<file path="config.mk">
export PLATFORM = sky130hd
export DESIGN_NAME = motor_drive_fault_monitor_top
export DESIGN_NICKNAME = d
export VERILOG_FILES = /design/src/hdl/mdfm_pkg.sv /design/src/hdl/motor_drive_fault_monitor_top.sv /design/src/hdl/mdfm_cfg.sv /design/src/hdl/mdfm_eval.sv
export SDC_FILE = /design/constraint.sdc
export NUM_CORES = 2
export LEC_CHECK = 0
export BUFFER_PORTS_ARGS = -buffer_cell sky130_fd_sc_hd__buf_4
export CAP_MARGIN = 25
export CORE_MARGIN = 3
export CORE_UTILIZATION = 64
export CTS_CLUSTER_SIZE = 10
export DETAILED_ROUTE_END_ITERATION = 8
export GPL_TIMING_DRIVEN = 0
export PLACE_DENSITY = 0.83
export SLEW_MARGIN = 20
export SYNTH_ARGS = -nofsm -noshare
export SYNTH_HDL_FRONTEND = slang
export SYNTH_HIERARCHICAL = 1
export SYNTH_SLANG_ARGS = --single-unit
</file>
<file path="constraint.sdc">
create_clock -name clk -period 10.58 [get_ports clk]
set_input_delay 0.529 -clock clk [delete_from_list [all_inputs] [get_ports clk]]
set_output_delay 0.529 -clock clk [all_outputs]
set_load 0.01 [all_outputs]
</file>
<file path="src/hdl/mdfm_pkg.sv">
// Motor drive fault monitor: shared constants, types and helper functions.
// No dependencies; used by every other file of the block except assert_macros.svh.
package mdfm_pkg;

  localparam int COUNTER_BITS = 16;
  localparam int ACCUM_BITS   = 40;
  localparam int CURRENT_BITS = 16;

  // fixed field widths
  localparam int CMD_W    = 2;
  localparam int MAG_W    = 15;
  localparam int VDC_W    = 16;
  localparam int TEMP_W   = 13;
  localparam int SQ_W     = 2 * MAG_W;
  localparam int LIMIT_W  = 40;
  localparam int CMP_W    = 32;
  localparam int FLAGS_W  = 9;

  // input tdata layout, lowest field first
  localparam int IA_LSB     = 0;
  localparam int IB_LSB     = IA_LSB + CURRENT_BITS;
  localparam int IC_LSB     = IB_LSB + CURRENT_BITS;
  localparam int MAG_LSB    = IC_LSB + CURRENT_BITS;
  localparam int VDC_LSB    = MAG_LSB + MAG_W;
  localparam int TEMP_LSB   = VDC_LSB + VDC_W;
  localparam int HW_LSB     = TEMP_LSB + TEMP_W;
  localparam int IN_FIELD_W = HW_LSB + 1;
  localparam int IN_DATA_W  = ((IN_FIELD_W + 7) / 8) * 8;

  // output tdata layout
  localparam int OUT_EVT_BIT = FLAGS_W;
  localparam int OUT_DATA_W  = ((FLAGS_W + 1 + 7) / 8) * 8;

  // APB
  localparam int APB_DATA_W = 64;
  localparam int APB_ADDR_W = 6;

  // commands
  localparam logic [CMD_W-1:0] CMD_FAST  = 2'd0;
  localparam logic [CMD_W-1:0] CMD_SLOW  = 2'd1;
  localparam logic [CMD_W-1:0] CMD_CLEAR = 2'd2;

  // fault flag bit positions
  localparam int FB_OC_A   = 0;
  localparam int FB_OC_B   = 1;
  localparam int FB_OC_C   = 2;
  localparam int FB_OC_MAG = 3;
  localparam int FB_OV     = 4;
  localparam int FB_UV     = 5;
  localparam int FB_HW     = 6;
  localparam int FB_OL     = 7;
  localparam int FB_OT     = 8;

  // register indexes
  localparam logic [2:0] REG_OC_TRIP   = 3'd0;
  localparam logic [2:0] REG_OV_TRIP   = 3'd1;
  localparam logic [2:0] REG_UV_TRIP   = 3'd2;
  localparam logic [2:0] REG_DEBOUNCE  = 3'd3;
  localparam logic [2:0] REG_OT_TRIP   = 3'd4;
  localparam logic [2:0] REG_OL_CONT   = 3'd5;
  localparam logic [2:0] REG_SUM_TRIP  = 3'd6;

  // register reset values
  localparam logic [MAG_W-1:0]   OC_TRIP_RST  = 15'd32767;
  localparam logic [VDC_W-1:0]   OV_TRIP_RST  = 16'd65535;
  localparam logic [VDC_W-1:0]   UV_TRIP_RST  = 16'd0;
  localparam logic [15:0]        DEBOUNCE_RST = 16'd20;
  localparam logic [TEMP_W-1:0]  OT_TRIP_RST  = 13'd2500;
  localparam logic [MAG_W-1:0]   OL_CONT_RST  = 15'd32767;
  localparam logic [SQ_W-1:0]    OL_SQ_RST    = SQ_W'(32'd32767 * 32'd32767);
  localparam logic [LIMIT_W-1:0] SUM_TRIP_RST = '1;

  typedef struct packed {
    logic [MAG_W-1:0]          oc_trip;
    logic [VDC_W-1:0]          ov_trip;
    logic [VDC_W-1:0]          uv_trip;
    logic [15:0]               debounce_count;
    logic signed [TEMP_W-1:0]  ot_trip;
    logic [SQ_W-1:0]           ol_sq;      // ol_cont_current squared
    logic [LIMIT_W-1:0]        sum_trip;   // overload sum limit
  } cfg_t;

  typedef struct packed {
    logic [CMD_W-1:0]               cmd;
    logic [CURRENT_BITS-1:0]        ia;
    logic [CURRENT_BITS-1:0]        ib;
    logic [CURRENT_BITS-1:0]        ic;
    logic [MAG_W-1:0]               is_mag;
    logic [SQ_W-1:0]                is_sq;
    logic [VDC_W-1:0]               vdc;
    logic signed [TEMP_W-1:0]       temperature;
    logic                           hw_trip;
  } item_t;

  typedef struct packed {
    logic [FLAGS_W-1:0]      fault_latch;
    logic [COUNTER_BITS-1:0] ov_cnt;
    logic [COUNTER_BITS-1:0] uv_cnt;
    logic [COUNTER_BITS-1:0] ot_cnt;
    logic [ACCUM_BITS-1:0]   ol_sum;
  } state_t;

  // magnitude of a two's complement phase current
  function automatic logic [CURRENT_BITS-1:0] cur_mag(input logic [CURRENT_BITS-1:0] s);
    cur_mag = s[CURRENT_BITS-1] ? (~s + 1'b1) : s;
  endfunction

  // up/down debounce counter, saturating at both ends
  function automatic logic [COUNTER_BITS-1:0] debounce(input logic [COUNTER_BITS-1:0] cnt,
                                                       input logic cond);
    if (cond) begin
      debounce = (&cnt) ? cnt : cnt + 1'b1;
    end else begin
      debounce = (cnt != '0) ? cnt - 1'b1 : '0;
    end
  endfunction

endpackage

</file>
<file path="src/hdl/motor_drive_fault_monitor_top.sv">
// Motor drive fault monitor, top level: stream channels, item register and result register.
// Depends on mdfm_pkg, mdfm_cfg and mdfm_eval.
//
// Usage:
//   in_*  : one item per handshake; in_tuser carries the command (fast check, slow
//           check, clear), in_tdata the measurements. Every item returns one result.
//   out_* : latched fault flags after the item, plus the magnitude overcurrent event.
//   APB   : seven 64-bit-wide registers at byte address 8*i; write only while idle.
// Path: an accepted item is written into the item register, then into the result
//   register, which drives out_tvalid and out_tdata.
// Throughput: one item per cycle while out_tready is high. The item register feeds
//   one pass of compare, debounce and 40-bit I^2t add/compare logic that writes the
//   state and the result register at the same edge, so the next item sees updated state.
//   The is_mag square is formed on the way into the item register; the square of
//   the continuous current is formed when its configuration register is written.
// Stall: while out_tready is low the result holds; one more item can still be
//   taken into the item register, then in_tready drops.
// Reset (rst_n low, synchronous): latches, debounce counters and the overload
//   sum clear, registers return to their defaults, both stages empty.
module motor_drive_fault_monitor_top (
  input  logic                              clk,
  input  logic                              rst_n,
  // input stream
  input  logic                              in_tvalid,
  output logic                              in_tready,
  // [15:0] ia, [31:16] ib, [47:32] ic, [62:48] is_mag, [78:63] vdc,
  // [91:79] temperature, [92] hw_trip, rest zero
  input  logic [mdfm_pkg::IN_DATA_W-1:0]    in_tdata,
  // [1:0] cmd
  input  logic [mdfm_pkg::CMD_W-1:0]        in_tuser,
  // result stream
  output logic                              out_tvalid,
  input  logic                              out_tready,
  // [8:0] fault_flags, [9] oc_mag_event, rest zero
  output logic [mdfm_pkg::OUT_DATA_W-1:0]   out_tdata,
  // configuration
  input  logic                              psel,
  input  logic                              penable,
  input  logic                              pwrite,
  input  logic [mdfm_pkg::APB_ADDR_W-1:0]   paddr,
  input  logic [mdfm_pkg::APB_DATA_W-1:0]   pwdata,
  output logic [mdfm_pkg::APB_DATA_W-1:0]   prdata,
  output logic                              pready
);

  localparam int CurW = mdfm_pkg::CURRENT_BITS;
  localparam int SqW  = mdfm_pkg::SQ_W;
  localparam int OutW = mdfm_pkg::OUT_DATA_W;

  mdfm_pkg::cfg_t   cfg;
  mdfm_pkg::item_t  item_r;
  mdfm_pkg::item_t  item_nxt;
  mdfm_pkg::state_t st_r;
  mdfm_pkg::state_t st_nxt;
  logic             oc_evt;
  logic             item_vld_r;
  logic             out_vld_r;
  logic [OutW-1:0]  out_data_r;
  logic             in_acc;
  logic             item_adv;
  logic [mdfm_pkg::MAG_W-1:0] in_mag;

  mdfm_cfg u_cfg (
    .clk     (clk),
    .rst_n   (rst_n),
    .psel    (psel),
    .penable (penable),
    .pwrite  (pwrite),
    .paddr   (paddr),
    .pwdata  (pwdata),
    .prdata  (prdata),
    .pready  (pready),
    .cfg     (cfg)
  );

  mdfm_eval u_eval (
    .item   (item_r),
    .st     (st_r),
    .cfg    (cfg),
    .st_nxt (st_nxt),
    .oc_evt (oc_evt)
  );

  // item stage moves when the result register is free or being drained
  assign item_adv  = item_vld_r && (!out_vld_r || out_tready);
  assign in_tready = !item_vld_r || item_adv;
  assign in_acc    = in_tvalid && in_tready;

  assign out_tvalid = out_vld_r;
  assign out_tdata  = out_data_r;

  // unpack the stream word; is_mag squared here so the pass stage needs no multiplier
  assign in_mag = in_tdata[mdfm_pkg::MAG_LSB +: mdfm_pkg::MAG_W];
  always_comb begin
    item_nxt.cmd         = in_tuser;
    item_nxt.ia          = in_tdata[mdfm_pkg::IA_LSB +: CurW];
    item_nxt.ib          = in_tdata[mdfm_pkg::IB_LSB +: CurW];
    item_nxt.ic          = in_tdata[mdfm_pkg::IC_LSB +: CurW];
    item_nxt.is_mag      = in_mag;
    item_nxt.is_sq       = SqW'(in_mag) * SqW'(in_mag);
    item_nxt.vdc         = in_tdata[mdfm_pkg::VDC_LSB +: mdfm_pkg::VDC_W];
    item_nxt.temperature = in_tdata[mdfm_pkg::TEMP_LSB +: mdfm_pkg::TEMP_W];
    item_nxt.hw_trip     = in_tdata[mdfm_pkg::HW_LSB];
  end

  // control
  always_ff @(posedge clk) begin
    if (!rst_n) begin
      item_vld_r <= 1'b0;
      out_vld_r  <= 1'b0;
      st_r       <= '0;
    end else begin
      if (in_acc)
        item_vld_r <= 1'b1;
      else if (item_adv)
        item_vld_r <= 1'b0;

      if (item_adv)
        out_vld_r <= 1'b1;
      else if (out_tready)
        out_vld_r <= 1'b0;

      if (item_adv)
        st_r <= st_nxt;
    end
  end

  // payload
  always_ff @(posedge clk) begin
    if (in_acc)
      item_r <= item_nxt;
    if (item_adv)
      out_data_r <= OutW'({oc_evt, st_nxt.fault_latch});
  end

endmodule

</file>
<file path="src/hdl/mdfm_cfg.sv">
// Fault monitor configuration registers behind an APB-style port.
// Depends on mdfm_pkg; keeps the squared continuous current ready for the overload sum.
module mdfm_cfg (
  input  logic                             clk,
  input  logic                             rst_n,
  input  logic                             psel,
  input  logic                             penable,
  input  logic                             pwrite,
  input  logic [mdfm_pkg::APB_ADDR_W-1:0]  paddr,
  input  logic [mdfm_pkg::APB_DATA_W-1:0]  pwdata,
  output logic [mdfm_pkg::APB_DATA_W-1:0]  prdata,
  output logic                             pready,
  output mdfm_pkg::cfg_t                   cfg
);

  localparam int MagW = mdfm_pkg::MAG_W;
  localparam int SqW  = mdfm_pkg::SQ_W;
  localparam int DatW = mdfm_pkg::APB_DATA_W;

  logic [MagW-1:0]                 ol_cont_r;
  mdfm_pkg::cfg_t                  cfg_r;
  logic                            wr_en;
  logic [2:0]                      reg_idx;
  logic [MagW-1:0]                 wr_cur;

  assign pready  = 1'b1;
  assign wr_en   = psel && penable && pwrite;
  assign reg_idx = paddr[5:3];
  assign wr_cur  = pwdata[MagW-1:0];
  assign cfg     = cfg_r;

  always_ff @(posedge clk) begin
    if (!rst_n) begin
      cfg_r.oc_trip        <= mdfm_pkg::OC_TRIP_RST;
      cfg_r.ov_trip        <= mdfm_pkg::OV_TRIP_RST;
      cfg_r.uv_trip        <= mdfm_pkg::UV_TRIP_RST;
      cfg_r.debounce_count <= mdfm_pkg::DEBOUNCE_RST;
      cfg_r.ot_trip        <= mdfm_pkg::OT_TRIP_RST;
      cfg_r.ol_sq          <= mdfm_pkg::OL_SQ_RST;
      cfg_r.sum_trip       <= mdfm_pkg::SUM_TRIP_RST;
      ol_cont_r            <= mdfm_pkg::OL_CONT_RST;
    end else if (wr_en) begin
      case (reg_idx)
        mdfm_pkg::REG_OC_TRIP:  cfg_r.oc_trip        <= pwdata[MagW-1:0];
        mdfm_pkg::REG_OV_TRIP:  cfg_r.ov_trip        <= pwdata[mdfm_pkg::VDC_W-1:0];
        mdfm_pkg::REG_UV_TRIP:  cfg_r.uv_trip        <= pwdata[mdfm_pkg::VDC_W-1:0];
        mdfm_pkg::REG_DEBOUNCE: cfg_r.debounce_count <= pwdata[15:0];
        mdfm_pkg::REG_OT_TRIP:  cfg_r.ot_trip        <= pwdata[mdfm_pkg::TEMP_W-1:0];
        mdfm_pkg::REG_OL_CONT: begin
          ol_cont_r   <= wr_cur;
          cfg_r.ol_sq <= SqW'(wr_cur) * SqW'(wr_cur);
        end
        mdfm_pkg::REG_SUM_TRIP: cfg_r.sum_trip       <= pwdata[mdfm_pkg::LIMIT_W-1:0];
        default: ;
      endcase
    end
  end

  always_comb begin
    case (reg_idx)
      mdfm_pkg::REG_OC_TRIP:  prdata = DatW'(cfg_r.oc_trip);
      mdfm_pkg::REG_OV_TRIP:  prdata = DatW'(cfg_r.ov_trip);
      mdfm_pkg::REG_UV_TRIP:  prdata = DatW'(cfg_r.uv_trip);
      mdfm_pkg::REG_DEBOUNCE: prdata = DatW'(cfg_r.debounce_count);
      mdfm_pkg::REG_OT_TRIP:  prdata = DatW'(unsigned'(cfg_r.ot_trip));
      mdfm_pkg::REG_OL_CONT:  prdata = DatW'(ol_cont_r);
      mdfm_pkg::REG_SUM_TRIP: prdata = DatW'(cfg_r.sum_trip);
      default:                prdata = '0;
    endcase
  end

endmodule

</file>
<file path="src/hdl/mdfm_eval.sv">
// Next-state logic of the fault monitor for one registered item.
// Depends on mdfm_pkg; pure combinational, state is held by the top level.
module mdfm_eval (
  input  mdfm_pkg::item_t  item,
  input  mdfm_pkg::state_t st,
  input  mdfm_pkg::cfg_t   cfg,
  output mdfm_pkg::state_t st_nxt,
  output logic             oc_evt
);

  localparam int AccW  = mdfm_pkg::ACCUM_BITS;
  localparam int AccXW = mdfm_pkg::ACCUM_BITS + 1;
  localparam int CmpW  = mdfm_pkg::CMP_W;
  localparam int SqW   = mdfm_pkg::SQ_W;

  always_comb begin
    logic [SqW-1:0]   diff;
    logic [AccXW-1:0] sum_up;
    logic [AccW-1:0]  sum_new;

    st_nxt  = st;
    oc_evt  = 1'b0;
    diff    = '0;
    sum_up  = '0;
    sum_new = st.ol_sum;

    case (item.cmd)
      mdfm_pkg::CMD_FAST: begin
        if (CmpW'(mdfm_pkg::cur_mag(item.ia)) > CmpW'(cfg.oc_trip))
          st_nxt.fault_latch[mdfm_pkg::FB_OC_A] = 1'b1;
        if (CmpW'(mdfm_pkg::cur_mag(item.ib)) > CmpW'(cfg.oc_trip))
          st_nxt.fault_latch[mdfm_pkg::FB_OC_B] = 1'b1;
        if (CmpW'(mdfm_pkg::cur_mag(item.ic)) > CmpW'(cfg.oc_trip))
          st_nxt.fault_latch[mdfm_pkg::FB_OC_C] = 1'b1;
        if (item.is_mag > cfg.oc_trip) begin
          st_nxt.fault_latch[mdfm_pkg::FB_OC_MAG] = 1'b1;
          oc_evt = 1'b1;
        end
        st_nxt.ov_cnt = mdfm_pkg::debounce(st.ov_cnt, item.vdc > cfg.ov_trip);
        if (CmpW'(st_nxt.ov_cnt) >= CmpW'(cfg.debounce_count))
          st_nxt.fault_latch[mdfm_pkg::FB_OV] = 1'b1;
        st_nxt.uv_cnt = mdfm_pkg::debounce(st.uv_cnt, item.vdc < cfg.uv_trip);
        if (CmpW'(st_nxt.uv_cnt) >= CmpW'(cfg.debounce_count))
          st_nxt.fault_latch[mdfm_pkg::FB_UV] = 1'b1;
        if (item.hw_trip)
          st_nxt.fault_latch[mdfm_pkg::FB_HW] = 1'b1;
      end
      mdfm_pkg::CMD_SLOW: begin
        // I^2t: add the excess over the continuous level or subtract the shortfall, floor at zero, saturate at the top
        if (item.is_sq >= cfg.ol_sq) begin
          diff    = item.is_sq - cfg.ol_sq;
          sum_up  = {1'b0, st.ol_sum} + AccXW'(diff);
          sum_new = sum_up[AccW] ? '1 : sum_up[AccW-1:0];
        end else begin
          diff    = cfg.ol_sq - item.is_sq;
          sum_new = (AccW'(diff) >= st.ol_sum) ? '0 : st.ol_sum - AccW'(diff);
        end
        if (64'(sum_new) > 64'(cfg.sum_trip)) begin
          st_nxt.fault_latch[mdfm_pkg::FB_OL] = 1'b1;
          st_nxt.ol_sum = '0;
        end else begin
          st_nxt.ol_sum = sum_new;
        end
        st_nxt.ot_cnt = mdfm_pkg::debounce(st.ot_cnt,
                                           $signed(item.temperature) > $signed(cfg.ot_trip));
        if (CmpW'(st_nxt.ot_cnt) >= CmpW'(cfg.debounce_count))
          st_nxt.fault_latch[mdfm_pkg::FB_OT] = 1'b1;
      end
      mdfm_pkg::CMD_CLEAR: begin
        st_nxt = '0;
      end
      default: ;  // unused command: state unchanged
    endcase
  end

endmodule

</file>
==> key figures <==
Status
  • Status: complete, no violations

Power
  • P_leak: around 23 nW
  • VDD IR max: 0.000348 V
  • Final Power: approximately 12 mW
  • Pwr dens: ~240 nW/um^2

STA
  • Relative slew slack: 0.224
  • Fmax achieved: about 0.1 GHz
  • Tmin final: roughly 10 ns
  • Setup TNS Final: 0 ns
  • Final setup viols: 0
  • Slew Limit Fails: 0
  • Slew @ Worst Pin: between 1 and 1.5 ns
  • Final Cycle Share: 0.942
  • Final Hold Viols: 0
  • Clock Skews: ~0.023 ns

Clocking
  • Clock Latency Late Sink: 0.60 ns
  • Maximum clock insertion buffer count: 3
  • H-tree levels: 2
  • CTS Buf Count: 48
  • Sink Count: between 300 and 400
  • CTS tree: done
  • Clk slew on worst S/H paths: around 0.070 ns
  • Root Driver: clkbuf_16
  • Cts hold-fix bufs: 0

Synthesis
  • Register area share after synthesis: 0.209
  • Synth warn: 6
  • Top cell type's share of synthesized area: 0.145
  • Area contributors post-synth: ha_1, fa_1, dfxtp_1, edfxtp_1, nand2_1
  • Syn Area/Cell: around 8.2 um^2
  • Post-synth top area cell: ha_1
  • Synthesized area: between 40,000 and 50,000 um^2
  • Synth cell types: approximately 100
  • Cell count after synthesis: roughly 5,400
  • EDFF count, synth: between 100 and 150
  • Main synth FF type: dfxtp_1
  • Yosys reg bits: 391
  • Post-synth ARST share: 0

Worst setup path
  • WP depth: 40
  • Reg-to-reg startpoint: item_r[60]$_DFFE_PP_
  • Slowest CP cell: a21boi_0
  • Startpoint Class: flip-flop
  • Reg2Reg Setup Slack: 0.61 ns
  • Critical Path Fanout Max: 10
  • Setup crit start: item_r[60]$_DFFE_PP_
  • CP max stage delay: approximately 0.57 ns
  • Crit. End Element: flip-flop
  • Req. time, crit path: 11.05 ns
  • Reg-to-Reg End: st_r[35]$_SDFFE_PN0P_
  • Buf+Inv Stages, Crit Path: 6
  • Setup crit end: st_r[35]$_SDFFE_PN0P_
  • Critical Path AT: between 10 and 15 ns
  • Worst reg2reg path depth: 40
  • CP delay by family, top: compound AO/OA/AOI/OAI gates
  • Critical path class: flip-flop to flip-flop
  • CP most frequent cell: o21ai_0

Die
  • Die extent in y: 268 um
  • Site Rows: 95
  • Die area: 71,700 um^2
  • Initial Utilization: 0.649
  • Die Wd: approximately 270 um
  • Core Area: a little under 70,000 um^2
  • IO Pins: roughly 260

Global route
  • First-pass GRT wire length: 213 mm
  • Initial antenna violation count: 4
  • Gr ovfl total: 0
  • Tot GR Track Use: 0.376
  • Number of global-route vias before repair: roughly 39,000
  • Largest net degree at the start of global routing: 59

Detailed routing
  • First DRT Iteration DRCs: ~4,300
  • Met3 wire length: roughly 15 mm
  • Pre-Repair DR Iteration Count: 7
  • Via count: 41,200
  • Routed met2 length: between 60 and 70 mm
  • Top Layer Used: met5
  • Routed wire length: approximately 140 mm
  • DRC Markers: 0
  • Routed Antenna Nets: 0
  • Vias/cell: approximately 6.3
  • Routed wire length per instance: around 21 um
  • M1 WL: between 50 and 60 mm

Place
  • Placed cell area: between 40,000 and 50,000 um^2
  • Detailed Place HPWL: between 100 and 150 mm
  • Cells after DPL: approximately 6,500
  • IO buf count: around 190
  • Placer congestion estimate: around 1

Cells and area
  • Area growth syn-to-layout: 9.72%
  • Commonest non-fill, non-tap cells in the layout: nand2_1, inv_1, ha_1, a21oi_1, fa_1
  • Fin nets: approximately 6,600
  • Layout Cell Area excl Fill: 48,100 um^2
  • Commonest non-fill, non-tap cell in the layout: nand2_1
  • Layout Cells excl Fill: 6,562
  • Fin util: 0.712
  • Ratio of cells with drive above 1 in the final layout: 0.0751
  • Layout filler cell count: approximately 5,400

Hold path
  • Hold Path Class: input port to flip-flop

Job
  • Max-Cap Viols: 0
-- worst register-to-register path, delay by kind of cell (launching register included) --
family                     cells  cell delay [ns]
adders and majority gates      4             1.29
buffers and inverters          6             1.26
and+or+nand+nor                9             1.96
xor gates and xnor gates       1             0.37
AOI/OAI and AO/OA             20             4.43
DFF                            1             0.55
-- worst min path at each step --
stage	from	end	slack, ns	cells after the start
after floorplan	st_r[36]$_SDFFE_PN0P_	st_r[36]$_SDFFE_PN0P_	0.43	2
after CTS	in_tdata[37]	item_r[80]$_DFFE_PP_	0.08	1
after global routing	in_tuser[1]	item_r[124]$_DFFE_PP_	0.09	1
after detailed placement	st_r[45]$_SDFFE_PN0P_	st_r[45]$_SDFFE_PN0P_	0.45	2
final	in_tdata[37]	item_r[80]$_DFFE_PP_	0.1	1
after global placement	st_r[44]$_SDFFE_PN0P_	st_r[44]$_SDFFE_PN0P_	0.44	2
-- routing by layer --
layer  track usage  vias up
li1              -    19000
met5             0        -
met4         0.176        2
met1         0.500    19500
met2         0.596     2322
met3        0.0726      458
-- power by group --
part	internal (mW)	switching [mW]
logic	3.20	5.04
clock network	0.920	0.689
registers	1.79	0.0633
total	5.91	5.79
-- cells in the mapped netlist (all sizes together) (50+ instances only) --
master,count
buf,76
o21ai,216
clkbuf,230
xor2,53
a21o,147
fa,278
a21boi,106
edfxtp,133
a31oi,50
nand3,165
o211ai,55
xnor2,156
and3,65
nand4,70
ha,507
and2,108
nor3,69
nor2,202
inv,654
nand2,786
a21oi,358
dfxtp,258
-- timing repair --
action                                  4_1_cts  5_1_grt
endpoints found under the setup margin       10       39
resized for setup                             1       18
pin swaps                                     0        1
gates cloned                                  0        0
buffers inserted                              0        3
hold endpoints to repair                      0        0
-- sequential cells by signal, summed over array words and instances (netlist names) --
signal and cells:
u_cfg/ol_cont_r 15, out_tdata 10, u_cfg/cfg 144, item_r 123, st_r 97, item_vld_r 1, out_tvalid 1
-- cell families (layout without fill, tap and decap cells) --
family | count (synthesis) | in the layout | synth area share
simple gates | 1692 | 1692 | 0.183
compound gates | 1273 | 1273 | 0.192
buf+inv | 962 | 1244 | 0.0868
fa+ha+maj | 785 | 785 | 0.272
flops | 391 | 391 | 0.209
xor+xnor | 209 | 209 | 0.0418
mux | 56 | 56 | 0.0162
other cells | 3 | 39 | 0.000257
-- through the flow --
step	hold slack, ns	worst slack (ns)
floorplan	0.432	2.62
detailed placement	0.448	0.00479
global placement	0.440	0.215
finish	0.0962	0.612
CTS	0.0762	0.0542
global route	0.0862	-0.00767
-- area by class of cell --
type	count	area [um^2]	share of cell area
clock buffer	75	1340	0.0279
timing repair buffer	197	1520	0.0315
multi-input combinational	4050	31000	0.645
sequential	391	9160	0.190
tap	873	1090	0.0227
clock inverter	10	133	0.00276
inverter	656	2460	0.0512
antenna	4	10.0	0.000208
buffer	306	1350	0.0281
Note: power is estimated with default switching activity, not from simulation.
